File: config.mk
export PLATFORM = sky130hd
export DESIGN_NAME = xftp_ctrl
export DESIGN_NICKNAME = d
export VERILOG_FILES = /design/src/rtl/xfast_trie_predecessor_macros.svh /design/src/rtl/xftp_pkg.sv /design/src/rtl/xftp_ctrl.sv
export SDC_FILE = /design/constraint.sdc
export NUM_CORES = 1
export LEC_CHECK = 0
export ABC_AREA = 0
export BUFFER_PORTS_ARGS = -buffer_cell sky130_fd_sc_hd__buf_4
export CAP_MARGIN = 20
export CORE_MARGIN = 1.5
export CORE_UTILIZATION = 48
export CTS_CLUSTER_DIAMETER = 150
export CTS_CLUSTER_SIZE = 24
export DETAILED_ROUTE_END_ITERATION = 7
export GPL_TIMING_DRIVEN = 0
export PLACE_DENSITY = 0.83
export SLEW_MARGIN = 20
export SYNTH_ARGS = -nofsm -noshare
export SYNTH_HDL_FRONTEND = slang
export SYNTH_SLANG_ARGS = --single-unit
File: constraint.sdc
create_clock -name clk -period 2.4 [get_ports clk]
set_input_delay 0.12 -clock clk [delete_from_list [all_inputs] [get_ports clk]]
set_output_delay 0.12 -clock clk [all_outputs]
set_load 0.01 [all_outputs]
File: src/rtl/xfast_trie_predecessor_macros.svh
// ----------------------------------------------------------------------------
// Assertion macros for the x-fast trie predecessor block.
// Simulation builds get concurrent assertions; synthesis builds get nothing.
// ----------------------------------------------------------------------------
`ifndef XFAST_TRIE_PREDECESSOR_MACROS_SVH
`define XFAST_TRIE_PREDECESSOR_MACROS_SVH
`ifndef SYNTHESIS
`define XFTP_ASSERT_NOW(label, clk, rst_n, ante, cons) \
	label: assert property (@(posedge clk) disable iff (!rst_n) (ante) |-> (cons)) \
		else $error("xftp: assertion failed");
`define XFTP_ASSERT_NEXT(label, clk, rst_n, ante, cons) \
	label: assert property (@(posedge clk) disable iff (!rst_n) (ante) |=> (cons)) \
		else $error("xftp: assertion failed");
`else
`define XFTP_ASSERT_NOW(label, clk, rst_n, ante, cons)
`define XFTP_ASSERT_NEXT(label, clk, rst_n, ante, cons)
`endif
`endif

File: src/rtl/xftp_pkg.sv
// ----------------------------------------------------------------------------
// xftp_pkg
// Shared widths, operation codes, datapath commands and status.
// ----------------------------------------------------------------------------
package xftp_pkg;

	localparam int KEY_LEN_DEF      = 16;
	localparam int PAYLOAD_BITS_DEF = 32;
	localparam int KEY_W            = 16;
	localparam int PAY_W            = 32;
	localparam int PROBE_W          = 4;

	typedef logic [1:0] mode_t;
	localparam mode_t MODE_INSERT = 2'd0;
	localparam mode_t MODE_FIND   = 2'd1;
	localparam mode_t MODE_PRED   = 2'd2;

	typedef enum logic [4:0] {
		OP_IDLE,
		OP_CLR,
		OP_LOAD,
		OP_LEAF_RD,
		OP_PROBE_RD,
		OP_PROBE_EV,
		OP_FINAL,
		OP_CAND,
		OP_PREV_EV,
		OP_SUCC_RD,
		OP_SUCC_EV,
		OP_LINK1,
		OP_LINK2,
		OP_LVL_RD,
		OP_LVL_WR,
		OP_FIND_DONE,
		OP_INS_DONE,
		OP_PRED_DONE,
		OP_EMIT
	} dp_op_t;

	typedef struct packed {
		mode_t mode;
		logic  in_range;
		logic  empty;
		logic  present;
		logic  srch_done;
		logic  cand_ge;
		logic  p_valid;
		logic  lvl_last;
		logic  clr_last;
	} dp_stat_t;

endpackage

File: src/rtl/xftp_ctrl.sv
// ----------------------------------------------------------------------------
// xftp_ctrl
// Sequencer: clears the prefix memory after reset, then steps transactions
// through lookup or search, and inserts through linking and level updates.
// ----------------------------------------------------------------------------
module xftp_ctrl import xftp_pkg::*; (
	input  logic     clk,
	input  logic     arst_n,
	input  dp_stat_t stat,
	input  logic     in_valid,
	output logic     in_ready,
	output logic     out_valid,
	input  logic     out_ready,
	output dp_op_t   op
);

	typedef enum logic [4:0] {
		S_CLEAR,
		S_IDLE,
		S_DISPATCH,
		S_LEAF_EV,
		S_SRCH,
		S_PROBE_EV,
		S_CAND,
		S_CAND_CHK,
		S_PREV_EV,
		S_AFTER,
		S_SUCC_EV,
		S_LINK1,
		S_LINK2,
		S_LVL_RD,
		S_LVL_WR,
		S_INS_DONE,
		S_VAL_EV,
		S_EMIT
	} state_t;

	state_t state_q, state_nx;
	logic   out_valid_q;
	logic   out_free;

	assign out_free = !out_valid_q || out_ready;

	always_comb begin
		op       = OP_IDLE;
		state_nx = state_q;
		unique case (state_q)
			S_CLEAR: begin
				op = OP_CLR;
				if (stat.clr_last) begin
					state_nx = S_IDLE;
				end
			end
			S_IDLE: begin
				if (in_valid) begin
					op       = OP_LOAD;
					state_nx = S_DISPATCH;
				end
			end
			S_DISPATCH: begin
				if (stat.in_range && (stat.mode == MODE_INSERT || stat.mode == MODE_FIND)) begin
					op       = OP_LEAF_RD;
					state_nx = S_LEAF_EV;
				end else if (stat.in_range && stat.mode == MODE_PRED) begin
					state_nx = S_SRCH;
				end else begin
					state_nx = S_EMIT;
				end
			end
			S_LEAF_EV: begin
				if (stat.mode == MODE_FIND) begin
					op       = OP_FIND_DONE;
					state_nx = S_EMIT;
				end else if (stat.present) begin
					state_nx = S_EMIT;
				end else if (stat.empty) begin
					state_nx = S_LINK1;
				end else begin
					state_nx = S_SRCH;
				end
			end
			S_SRCH: begin
				if (stat.srch_done) begin
					op       = OP_FINAL;
					state_nx = (stat.mode == MODE_PRED && stat.empty) ? S_EMIT : S_CAND;
				end else begin
					op       = OP_PROBE_RD;
					state_nx = S_PROBE_EV;
				end
			end
			S_PROBE_EV: begin
				op       = OP_PROBE_EV;
				state_nx = S_SRCH;
			end
			S_CAND: begin
				op       = OP_CAND;
				state_nx = S_CAND_CHK;
			end
			S_CAND_CHK: begin
				state_nx = stat.cand_ge ? S_PREV_EV : S_AFTER;
			end
			S_PREV_EV: begin
				op       = OP_PREV_EV;
				state_nx = S_AFTER;
			end
			S_AFTER: begin
				if (stat.mode == MODE_INSERT) begin
					op       = OP_SUCC_RD;
					state_nx = S_SUCC_EV;
				end else begin
					state_nx = stat.p_valid ? S_VAL_EV : S_EMIT;
				end
			end
			S_SUCC_EV: begin
				op       = OP_SUCC_EV;
				state_nx = S_LINK1;
			end
			S_LINK1: begin
				op       = OP_LINK1;
				state_nx = S_LINK2;
			end
			S_LINK2: begin
				op       = OP_LINK2;
				state_nx = S_LVL_RD;
			end
			S_LVL_RD: begin
				op       = OP_LVL_RD;
				state_nx = S_LVL_WR;
			end
			S_LVL_WR: begin
				op       = OP_LVL_WR;
				state_nx = stat.lvl_last ? S_INS_DONE : S_LVL_RD;
			end
			S_INS_DONE: begin
				op       = OP_INS_DONE;
				state_nx = S_EMIT;
			end
			S_VAL_EV: begin
				op       = OP_PRED_DONE;
				state_nx = S_EMIT;
			end
			S_EMIT: begin
				if (out_free) begin
					op       = OP_EMIT;
					state_nx = S_IDLE;
				end
			end
			default: state_nx = S_IDLE;
		endcase
	end

	always_ff @(posedge clk or negedge arst_n) begin
		if (!arst_n) begin
			state_q     <= S_CLEAR;
			out_valid_q <= 1'b0;
		end else begin
			state_q <= state_nx;
			if (op == OP_EMIT) begin
				out_valid_q <= 1'b1;
			end else if (out_ready) begin
				out_valid_q <= 1'b0;
			end
		end
	end

	assign in_ready  = (state_q == S_IDLE);
	assign out_valid = out_valid_q;

endmodule

* After elaboration in Yosys (flattened, before gate mapping) *
Index checks and enable logic that the tools add are counted.

storage, ports and cells
  bits in registers = 6
  bits of input ports = 14
  output and inout port bits = 7
  logic and storage cells = 60

operators by class
  eq/ne operators = 23
  multiplexer cells = 24
  reduce and logical (&&, ||, !) cells = 11

operators with widths
  cell                number
  $pmux 5 s17         2
  $mux 5              11
  $eq 5x4->1 const B  8
  $eq 5x3->1 const B  4
  $eq 5x5->1 const B  3
  $mux 4              3
  $eq 5x2->1 const B  2
  $mux 2              4
  $ne 2x2->1 const B  3
  $eq 5x1->1 const B  1
  $logic_not 5->1     1
  $mux 1              4
  $logic_and 1x1->1   3
  $reduce_and 3->1    1
  $eq 2x1->1 const B  1
  $eq 2x2->1 const B  1
  $logic_not 2->1     1
  $logic_or 1x1->1    2
  $reduce_bool 2->1   1
  $reduce_or 2->1     1
  $logic_not 1->1     1

* Longest topological paths before layout *
Gate-level depths: netlist (run 1).

  depth after elaboration = 7
  depth in mapped cells = 6
  mapped depth without buffers = 4

* Worst setup path after synthesis (run 1) *
OpenSTA, ideal clock, no wires.

  path kind = flip-flop to flip-flop
  start = reg state_q[3]
  end = reg state_q[2]
  library setup time = 120 ps
  arrival time = 1329 ps
  data required time = 2280 ps
  slack = 950 ps
  stages on the path, launching flop included = 5
  buffers on the path = 0
  period minus slack after synthesis = 1450 ps
  path through = dfrtp_1 or4b_1 o211ai_2 a21oi_1 a41o_1

on the way
  cells in the longest elaborated chain, start to end = 3
  elaborated cells on any way between the ends = 24
  classes of those cells = eq/ne: 20; mux: 1; reduce/logical: 3

RTL lines
  what                                                            line              source
  from (decl)                                                     xftp_ctrl.sv:38   state_t state_q, state_nx;
  from (signal assigned)                                          xftp_ctrl.sv:157  state_q <= state_nx;
  $eq 5x5->1, or another cell as far along                        xftp_ctrl.sv:47   unique case (state_q)
  $reduce_or 2->1 (no line) / $ne 2x2->1 (equally long branches)  n/a
  $pmux 5 s17 / $reduce_and 3->1 (equally long branches)          n/a

Several ways; a longest one is shown, not always the timed one.
A chain may end at the register's enable or synchronous reset.

* Worst setup path in the final report (run 1) *
  start = reg state_q[3]
  end = out op[1]

on the way
  cells in the longest elaborated chain, start to end = 2
  elaborated cells on any way between the ends = 18
  classes of those cells = eq/ne: 16; mux: 1; reduce/logical: 1

RTL lines
  what                                      line             source
  $eq 5x5->1, or another cell as far along  xftp_ctrl.sv:47
  $pmux 5 s17 (*)                           xftp_ctrl.sv:47
  to (decl)                                 xftp_ctrl.sv:14  output dp_op_t op

Mark *: on every way between the ends. The rest lies on a longest branch, timed or not.

==> run metrics, run 1 <==
Die Y=between 40 and 50 um; adder-cell share of the synthesized area=0; final hold vios=0; Setup Skew=just over 0.006 ns; Detail Route Antenna Nets=0; share of synthesized registers carrying an async set or reset=1.000; worst min-delay path class=primary input to flip-flop; Net Count, Synth=122; WL final=2461 um; GRT Total Usage=0.2655; largest net degree at the start of global routing=11; Max-slew headroom=0.5744; maximum VDD drop=between 0.5 and 0.6 mV; period utilisation layout=0.8615; CP Capture Type=output pin; Seq cells post-synth=6; Core Area=1541 um^2; Power Density=1079 nW/um^2; initial antenna violation count=0; level count of the clock H-tree=1; synthesized instance count=between 100 and 150; Yosys top cell by area=dfrtp_1; largest family of logic cells by synthesized area=simple AND/OR/NAND/NOR gates; Iter 0 DRT Violations=40; max cap viols=0; Hold WS=0.1890 ns; clk sinks=6; Rows=14; CP required=between 2 and 2.5 ns; drt drc=0; Tmin final=2.068 ns; Crit Path Class=flip-flop to output pin; synth cell count leaders=a21oi_1, buf_2, dfrtp_1, nor2_1, nor2b_1; f_max=~480 MHz; vias per inst=6.750; status=finished clean; layout cells sized above 1=0.2652; Die Wd=43.91 um; Worst Path Arrival=1.95 ns; register area share after synthesis=0.1869; GRT overflow=0; I/O Buffers=20; simple-gate share of the synthesized area=0.3832; TritonRoute pass-1 iters=5; CP Launch Type=flip-flop; Synth cell types=44; first-pass GRT wire length=3946 um; EDFF count, synth=0; dpl cells=144; CTS tree=yes; vias=999; Slew @ Worst Pin=0.6368 ns; Top FF cell, synth=dfrtp_1; Starting Density=0.5211; Routability Congestion=1.001; final setup vio count=0; DP HPWL=1820 um; insertion delay to the later sink of the worst-skew pair=0.24 ns; Synth area leaders=dfrtp_1, a21oi_1, nor2b_1; CTS Buffer Depth=2; Core Util, Final=0.6526; Wirelength per Cell=16.63 um; Worst-path clk slew=about 0.04 ns; nets@finish=148; Finished Layout Cells=148; # diodes=0; Mapped Area=803.3 um^2; xor/xnor share of the synthesized area=0; Synth-to-Final Area Change=25.23%; Synth Warn #=0; LEAKAGE=0.4498 nW; setup_tns=0 ns; Root Driver=clkbuf_4; Avg Cell Area, Syn=7.438 um^2; Synth top area share=0.1869; mux contribution to synthesized area=0; vias in the first global route=911; post-synthesis compound-gate area fraction=0.3505; CP max FO=7; cts bufs inserted=3; die area=just under 2000 um^2; count leader, synth=a21oi_1; io pins=21; Slew Limit Fails=0; RSZ-0062 raised after global routing=no; CTS resizes=0; total chip power=around 0.0011 W
[logic make-up after synthesis]
| group | count (synthesis) |
|---|---|
| and+or+nand+nor | 49 |
| buffers and inverters | 13 |
| AOI/OAI and AO/OA | 40 |
| DFF | 6 |
[repair_timing]
item / CTS / global route
hold buffers: 1 / 0
hold endpoints to repair: 6 / 0
endpoints found under the setup margin: 0 / 0
buffers inserted: 0 / 0
[flip-flops by register name, summed over array words and instances (netlist names)]
register and cells:
state_q 5, out_valid 1
[metal layers]
layer / track usage / share of wire / up-vias
met3: 0.04583 / 0.12 / 4
met1: 0.3584 / 0.41 / 451
met4: 0.09697 / 0.0098 / 0
met5: 0 / 0 / -
met2: 0.4206 / 0.47 / 75
li1: - / - / 469
[power breakdown]
group | internal (W) | leakage, nW | switching, W
sequential | 0.000140 | 0.0787 | 0.0000451
clock | 0.0000564 | 0.0138 | 0.0000338
combinational | 0.000344 | 0.357 | 0.000466
[path summary, 6_finish.rpt]
kind                       startpoint  cells past startpoint  slack (ns)    endpoint
max                        state_q[3]                      4        0.33       op[1]
min in group asynchronous      arst_n                      2        0.23  state_q[2]
min                           stat[9]                      2        0.19  state_q[4]
max reg2reg                state_q[2]                      4        0.80  state_q[3]
max in group asynchronous      arst_n                      2        2.06  state_q[3]
min reg2reg                 out_valid                      2        0.58   out_valid
[stage by stage]
step                instance area (um^2)  worst slack, ns
floorplan                          803.3           0.9502
global placement                   973.4           0.6687
detailed placement                 973.4           0.6466
CTS                                 1006           0.3768
global route                        1006           0.2923
finish                              1006           0.3323
[critical path: stages (launching register included)]
cell and delay (ns):
dfrtp_1 0.43, or3_4 0.43, a2111oi_1 0.53, or3_1 0.20
buf_4 0.11
[cell type report]
cell class	instances	area (um^2)
timing repair buffer	21	160.2
inverter	5	18.77
fill	149	535.5
sequential	6	150.1
multi-input combinational	89	589.3
buffer	8	45.04
tap	16	20.02
clock buffer	3	22.52
[placed cells by master, fill, tap and decap left out, types with 2 or more instances in the layout]
cell type,instances
a211o_1,2
a21oi_1,9
a31oi_1,4
a32oi_1,4
and3_1,2
buf_2,6
buf_4,20
clkbuf_4,3
dfrtp_1,6
inv_1,5
nand2_1,5
nand2b_1,4
nand3_1,5
nand3b_1,3
nor2_1,6
nor2b_1,6
nor3b_1,3
nor4_1,2
o21ai_0,5
o22ai_1,2
o31ai_1,4
No activity file was read; power rests on OpenSTA's default activity.
==> inputs of run 2 (changes only) <==
--- a/config.mk
+++ b/config.mk
@@ -5,16 +5,16 @@
 export SDC_FILE = /design/constraint.sdc
 export NUM_CORES = 1
 export LEC_CHECK = 0
-export ABC_AREA = 0
+export ABC_AREA = 1
 export BUFFER_PORTS_ARGS = -buffer_cell sky130_fd_sc_hd__buf_4
 export CAP_MARGIN = 20
 export CORE_MARGIN = 1.5
-export CORE_UTILIZATION = 48
+export CORE_UTILIZATION = 40
 export CTS_CLUSTER_DIAMETER = 150
 export CTS_CLUSTER_SIZE = 24
 export DETAILED_ROUTE_END_ITERATION = 7
 export GPL_TIMING_DRIVEN = 0
-export PLACE_DENSITY = 0.83
+export PLACE_DENSITY = 0.72
 export SLEW_MARGIN = 20
 export SYNTH_ARGS = -nofsm -noshare
 export SYNTH_HDL_FRONTEND = slang
==> run metrics, run 2 <==
commonest cells after routing, fill and taps aside=nand2_1, nor2_1, buf_4 (was buf_4, a21oi_1); Tmin final=1.930 ns (was 2.068 ns); Synth cell types=21 (was 44); register area share after synthesis=0.1832 (was 0.1869); Routability Congestion=0.9026 (was 1.001); level count of the clock H-tree=1 (unchanged); Crit Reg-Reg Endpoint=state_q[0] (was state_q[3]); Iter 0 DRT Violations=34 (was 40); Die Wd=48.27 um (was 43.91 um); Synth Warn #=0 (unchanged); CP top delay family=simple AND/OR/NAND/NOR gates (unchanged); vias=1061 (was 999); drt drc=0 (unchanged); CP required=2.28 ns (about the same); CP Launch Point=state_q[2] (was state_q[3]); Clock power frac=0.081 (was 0.083); Root Driver=clkbuf_4 (unchanged); share of synthesized registers carrying an async set or reset=1.000 (unchanged); final setup vio count=0 (unchanged); Max-slew headroom=0.7926 (was 0.5744); synth cell count leaders=nand2_1, nor2_1, nand3_1 (was a21oi_1, buf_2, dfrtp_1, nor2_1, nor2b_1); maximum VDD drop=0.6913 mV (was 0.5278 mV); io pins=21 (unchanged); CP Capture Type=output pin (unchanged); most common cell after layout, fill and taps aside=nand2_1 (was buf_4); FILL cells=223 (was 149); I/O Buffers=20 (unchanged); die area=2330 um^2 (was 1928 um^2); Hold WS=0.07891 ns (was 0.1890 ns); Comb pwr share=0.737 (was 0.747); Crit Path Class=flip-flop to output pin (unchanged); Sw Share=0.5470 (was 0.5023); r2r worst-path depth=9 (was 4); Wirelength per Cell=12.54 um (was 16.63 um); Seq cells post-synth=6 (unchanged); worst min-delay path class=primary input to flip-flop (unchanged); Synth area leaders=dfrtp_1, nand2_1, nor2_1 (was dfrtp_1, a21oi_1, nor2b_1); slowest cell delay on critical path=0.45 ns (was 0.53 ns); insertion delay to the later sink of the worst-skew pair=0.25 ns (was 0.24 ns); register area=150.1 um^2 (unchanged); Die Y=48.27 um (was 43.91 um); first-pass GRT wire length=3967 um (was 3946 um); CTS resizes=0 (unchanged); Slew Limit Fails=0 (unchanged); EDFF count, synth=0 (unchanged); RSZ-0062 raised after global routing=no (unchanged); Net Count, Synth=161 (was 122); GRT overflow=0 (unchanged); f_max=518.0 MHz (was 483.6 MHz); initial antenna violation count=0 (unchanged); Worst-path clk slew=0.05 ns (was 0.04 ns); max reg flops=5 (unchanged); Avg Cell Area, Syn=5.575 um^2 (was 7.438 um^2); multi-input logic area=570.5 um^2 (was 589.3 um^2); WL final=2482 um (was 2461 um); total chip power=0.001142 W (was 0.001086 W); vias per inst=5.359 (was 6.750); Slew @ Worst Pin=0.3079 ns (was 0.6368 ns); CP max FO=6 (was 7); status=finished clean (unchanged); Setup crit end=op[0] (was op[1]); synthesized instance count=147 (was 108); Mapped Area=819.5 um^2 (was 803.3 um^2); GRT Total Usage=0.2398 (was 0.2655); clk sinks=6 (unchanged); Slowest-stage cell, CP=dfrtp_1 (was a2111oi_1); period utilisation layout=0.8044 (was 0.8615); reg-to-reg startpoint=state_q[1] (was state_q[2]); flop2flop setup slack=0.87 ns (was 0.80 ns); Detail Route Antenna Nets=0 (unchanged); Starting Density=0.4220 (was 0.5211); layout cells sized above 1=0.2865 (was 0.2652); Power Density=1102 nW/um^2 (was 1079 nW/um^2); Setup Skew=0.009533 ns (was 0.006059 ns); Core Util, Final=0.5335 (was 0.6526); final hold vios=0 (unchanged); Worst Path Buf+Inv=3 (was 1); Setup Fix Bufs, Post-CTS=0 (unchanged); setup_tns=0 ns (unchanged); Yosys top cell by area=dfrtp_1 (unchanged); nets@finish=187 (was 148); count leader, synth=nand2_1 (was a21oi_1); Biggest register=state_q (unchanged); LEAKAGE=0.5497 nW (was 0.4498 nW); WP depth=8 (was 4); Worst Path Arrival=1.81 ns (was 1.95 ns); CTS tree=yes (unchanged); CTS Buffer Depth=2 (unchanged); CP Launch Type=flip-flop (unchanged); P_int=0.0005173 W (was 0.0005404 W); cts bufs inserted=3 (unchanged); sequential power share=0.182 (was 0.170); NetSw=0.0006247 W (was 0.0005454 W); TritonRoute pass-1 iters=4 (was 5); vias in the first global route=947 (was 911); DP HPWL=2103 um (was 1820 um); Top FF cell, synth=dfrtp_1 (unchanged); largest net degree at the start of global routing=11 (unchanged); number of hold buffers added after cts=1 (unchanged); Synth-to-Final Area Change=26.41% (was 25.23%); Core Area=1942 um^2 (was 1541 um^2); Synth top area share=0.1832 (was 0.1869); # diodes=0 (unchanged); max cap viols=0 (unchanged); critical path, cell by cell=nor2_2 -> inv_2 -> nor2_2 -> inv_2 -> nor2_1 -> a31oi_1 -> nand4_1 -> buf_4 (was or3_4 -> a2111oi_1 -> or3_1 -> buf_4); Rows=16 (was 14)
run 2: cell type report:
cell class / count / share of cell area
multi-input combinational: 117 / 0.5507
timing repair buffer: 21 / 0.1546
sequential: 6 / 0.1449
inverter: 22 / 0.07971
tap: 27 / 0.03261
clock buffer: 3 / 0.02174
buffer: 2 / 0.01570
run 2: cell families after synthesis:
family,Yosys count,share of synthesized area
AOI/OAI and AO/OA,18,0.1298
buffers and inverters,24,0.1206
DFF,6,0.1832
and+or+nand+nor,99,0.5664
run 2: how the worst min path moves through the flow:
stage | slack (ns) | end | cells after the start | from
floorplan | -0.18 | out_valid | 0 | arst_n
detailed placement | -0.07 | state_q[1] | 1 | arst_n
global placement | -0.07 | out_valid | 1 | arst_n
CTS | 0.08 | out_valid | 2 | out_ready
global route | 0.09 | out_valid | 2 | out_ready
finish | 0.08 | out_valid | 2 | out_ready
run 2: metal layers:
metal,up-vias,share of wire,GRT usage
li1,529,-,-
met5,-,0,0
met1,473,0.44,0.3326
met3,6,0.055,0.04444
met4,0,0.022,0.05946
met2,53,0.48,0.3816
run 2: per-stage QoR:
| step | setup WS (ns) | area [um^2] | instances |
|---|---|---|---|
| after floorplan | 1.052 | 819.5 | 147 |
| after global placement | 0.7774 | 1003 | 194 |
| after detailed placement | 0.7650 | 1003 | 194 |
| after CTS | 0.4937 | 1036 | 198 |
| after global routing | 0.3615 | 1036 | 198 |
| final | 0.4695 | 1036 | 198 |
run 2: power groups by stage:
stage / clock, W / combinational [W] / sequential (W)
after global routing: 0.000101 / 0.000933 / 0.000212
after global placement: 0 / 0.000820 / 0.000206
after detailed placement: 0 / 0.000834 / 0.000207
after floorplan: 0 / 0.000570 / 0.000194
final: 0.0000923 / 0.000842 / 0.000208
after CTS: 0.0000939 / 0.000840 / 0.000206
==> inputs of run 3 (changes only) <==
--- a/config.mk
+++ b/config.mk
@@ -5,7 +5,7 @@
 export SDC_FILE = /design/constraint.sdc
 export NUM_CORES = 1
 export LEC_CHECK = 0
-export ABC_AREA = 1
+export ABC_AREA = 0
 export BUFFER_PORTS_ARGS = -buffer_cell sky130_fd_sc_hd__buf_4
 export CAP_MARGIN = 20
 export CORE_MARGIN = 1.5
@@ -14,7 +14,7 @@
 export CTS_CLUSTER_SIZE = 24
 export DETAILED_ROUTE_END_ITERATION = 7
 export GPL_TIMING_DRIVEN = 0
-export PLACE_DENSITY = 0.72
+export PLACE_DENSITY = 0.75
 export SLEW_MARGIN = 20
 export SYNTH_ARGS = -nofsm -noshare
 export SYNTH_HDL_FRONTEND = slang
==> constraint.sdc (replaced) <==
create_clock -name clk -period 1.6 [get_ports clk]
set_input_delay 0.08 -clock clk [delete_from_list [all_inputs] [get_ports clk]]
set_output_delay 0.08 -clock clk [all_outputs]
set_load 0.01 [all_outputs]
==> run metrics, run 3 (synthesized netlist as in run 1, its figures left out) <==
Hold WS=0.1601 ns (was 0.07891 ns); hold depth=2 (unchanged); max cap viols=0 (unchanged); die area=2286 um^2 (was 2330 um^2); DP HPWL=1912 um (was 2103 um); critical path, cell by cell=or3_4 -> a2111oi_4 -> or3_1 -> buf_6 (was nor2_2 -> inv_2 -> nor2_2 -> inv_2 -> nor2_1 -> a31oi_1 -> nand4_1 -> buf_4); Detail Route Antenna Nets=0 (unchanged); maximum VDD drop=0.8838 mV (was 0.6913 mV); initial antenna violation count=0 (unchanged); f_max=566.2 MHz; max reg flops=5 (unchanged); sequential power share=0.141 (was 0.182); r2r worst-path depth=7 (was 9); Core Util, Final=0.6400 (was 0.5335); met3 Usage GRT=0.03774 (was 0.04444); CTS Buffer Depth=2 (unchanged); layout cells sized above 1=0.4507 (was 0.2865); io pins=21 (unchanged); level count of the clock H-tree=1 (unchanged); Comb pwr share=0.789 (was 0.737); Die Wd=47.81 um (was 48.27 um); Sw Share=0.4860 (was 0.5470); Core Area=1922 um^2 (was 1942 um^2); cts bufs inserted=3 (unchanged); vias per inst=6.408 (was 5.359); I/O Buffers=20 (unchanged); Root Driver=clkbuf_4 (unchanged); Worst-path clk slew=0.04 ns (was 0.05 ns); Iter 0 DRT Violations=49 (was 34); Crit Path Class=flip-flop to output pin (unchanged); Setup Skew=0.001700 ns (was 0.009533 ns); WL final=3075 um (was 2482 um); Rows=16 (unchanged); Slew @ Worst Pin=0.3493 ns (was 0.3079 ns); failing checks=negative setup slack; Biggest register=state_q (unchanged); final hold vios=0 (unchanged); Clock power frac=0.069 (was 0.081); Synth-to-Final Area Change=53.12% (was 26.41%); insertion delay to the later sink of the worst-skew pair=0.25 ns (about the same); first-pass GRT wire length=4264 um (was 3967 um); FILL cells=167 (was 223); CP max FO=8 (was 6); clk sinks=6 (unchanged); CTS tree=yes (unchanged); most common cell after layout, fill and taps aside=buf_4 (was nand2_1); Power Density=1707 nW/um^2 (was 1102 nW/um^2); CP Launch Type=flip-flop (unchanged); # diodes=0 (unchanged); GRT busiest layer=met1 (was met2); total chip power=0.002099 W (was 0.001142 W); CP required=1.52 ns (was 2.28 ns); GR Layer Usage met1=0.3888 (was 0.3326); Routability Congestion=0.9399 (was 0.9026); TritonRoute pass-1 iters=4 (unchanged); CP Capture Type=output pin (unchanged); register area=155.1 um^2 (was 150.1 um^2); grt met2 use=0.3840 (was 0.3816); final setup vio count=7 (was 0); Wirelength per Cell=18.20 um (was 12.54 um); worst min-delay path class=primary input to flip-flop (unchanged); Worst Path Arrival=1.69 ns (was 1.81 ns); Slew Limit Fails=0 (unchanged); slowest cell delay on critical path=0.46 ns (was 0.45 ns); Die Y=47.81 um (was 48.27 um); Slowest-stage cell, CP=dfrtp_2 (was dfrtp_1); P_int=0.001079 W (was 0.0005173 W); GRT overflow=0 (unchanged); drt drc=0 (unchanged); largest net degree at the start of global routing=11 (unchanged); Worst Slack Setup Final=-0.1663 ns (was 0.4695 ns); Starting Density=0.4180 (was 0.4220); Tmin final=1.766 ns; commonest cells after routing, fill and taps aside=buf_4, buf_6, a21oi_1 (was nand2_1, nor2_1, buf_4); period utilisation layout=1.104; vias in the first global route=893 (was 947); status=finished, violations left (was finished clean); vias=1083 (was 1061); NetSw=0.001020 W (was 0.0006247 W); GRT Total Usage=0.2649 (was 0.2398); nets@finish=158 (was 187); RSZ-0062 raised after global routing=yes (was no); LEAKAGE=0.5269 nW (was 0.5497 nW); multi-input logic area=681.9 um^2 (was 570.5 um^2); Max-slew headroom=0.7641 (was 0.7926)
==> run 3: cell count changes in the layout (fill, tap and decap cells not counted), moves of 4 or more <==
| cell | before | now |
|---|---|---|
| buf_4 | 20 | 27 |
| nor2_2 | 9 | 2 |
| buf_6 | 1 | 8 |
| dfrtp_1 | 6 | 2 |
| dfrtp_2 | 0 | 4 |
| nand3_1 | 16 | 5 |
| inv_2 | 8 | 0 |
| nand4_1 | 5 | 1 |
| nor2_1 | 26 | 4 |
| inv_1 | 14 | 5 |
| nand2_1 | 34 | 5 |
==> run 3: worst paths after layout <==
path,from,endpoint,slack (ns)
setup / recovery,state_q[4],op[1],-0.17
hold / removal,stat[9],state_q[4],0.16
setup reg to reg,state_q[1],state_q[1],-0.12
hold reg to reg,out_valid,out_valid,0.61
max in group asynchronous,arst_n,state_q[4],1.30
min in group asynchronous,arst_n,state_q[1],0.17
==> run 3: critical path: cells and delay by family, from the launching register on <==
kind,cells,cell delay [ns]
flip-flops,1,0.46
AO/OA/AOI/OAI,1,0.24
buffers and inverters,1,0.10
AND/OR/NAND/NOR,2,0.63
==> run 3: power groups by stage <==
stage          logic, W  registers [W]  clock network [W]
2_1_floorplan  0.000816       0.000265                  0
3_3_place_gp    0.00118       0.000277                  0
3_5_place_dp    0.00119       0.000279                  0
4_1_cts         0.00144       0.000286           0.000143
5_1_grt         0.00175       0.000306           0.000146
6_report        0.00166       0.000297           0.000146
==> run 3: through the flow <==
stage	cell area, um^2	TNS [ns]	worst slack [ns]	std cells
global placement	987.2	-0.1349	-0.08035	155
global route	1230	-0.9981	-0.2104	169
CTS	1159	-0.5084	-0.1564	167
finish	1230	-0.7535	-0.1663	169
detailed placement	987.2	-0.1340	-0.07872	155
floorplan	803.3	0	0.1502	108
==> run 3: area by class of cell <==
class / count / share of cell area
repair buffers: 31 / 0.2035
plain buffers: 8 / 0.05493
clock buffers: 3 / 0.01831
multi-input cells: 89 / 0.5544
inverters: 5 / 0.01526
flip-flops and latches: 6 / 0.1261
well taps: 27 / 0.02747
==> run 3: layer usage <==
| metal | up-vias | wire length [um] |
|---|---|---|
| li1 | 492 | - |
| met1 | 506 | 1233 |
| met2 | 78 | 1458 |
| met3 | 7 | 344 |
| met4 | 0 | 38 |
| met5 | - | 0 |
==> run 3: repair_timing <==
action	CTS	global route
endpoints found under the hold margin	6	0
setup buffers	7	2
setup endpoints to repair	5	8
gates resized for setup	22	16
pin swaps	6	8
hold buffers	1	0
cloned	1	0
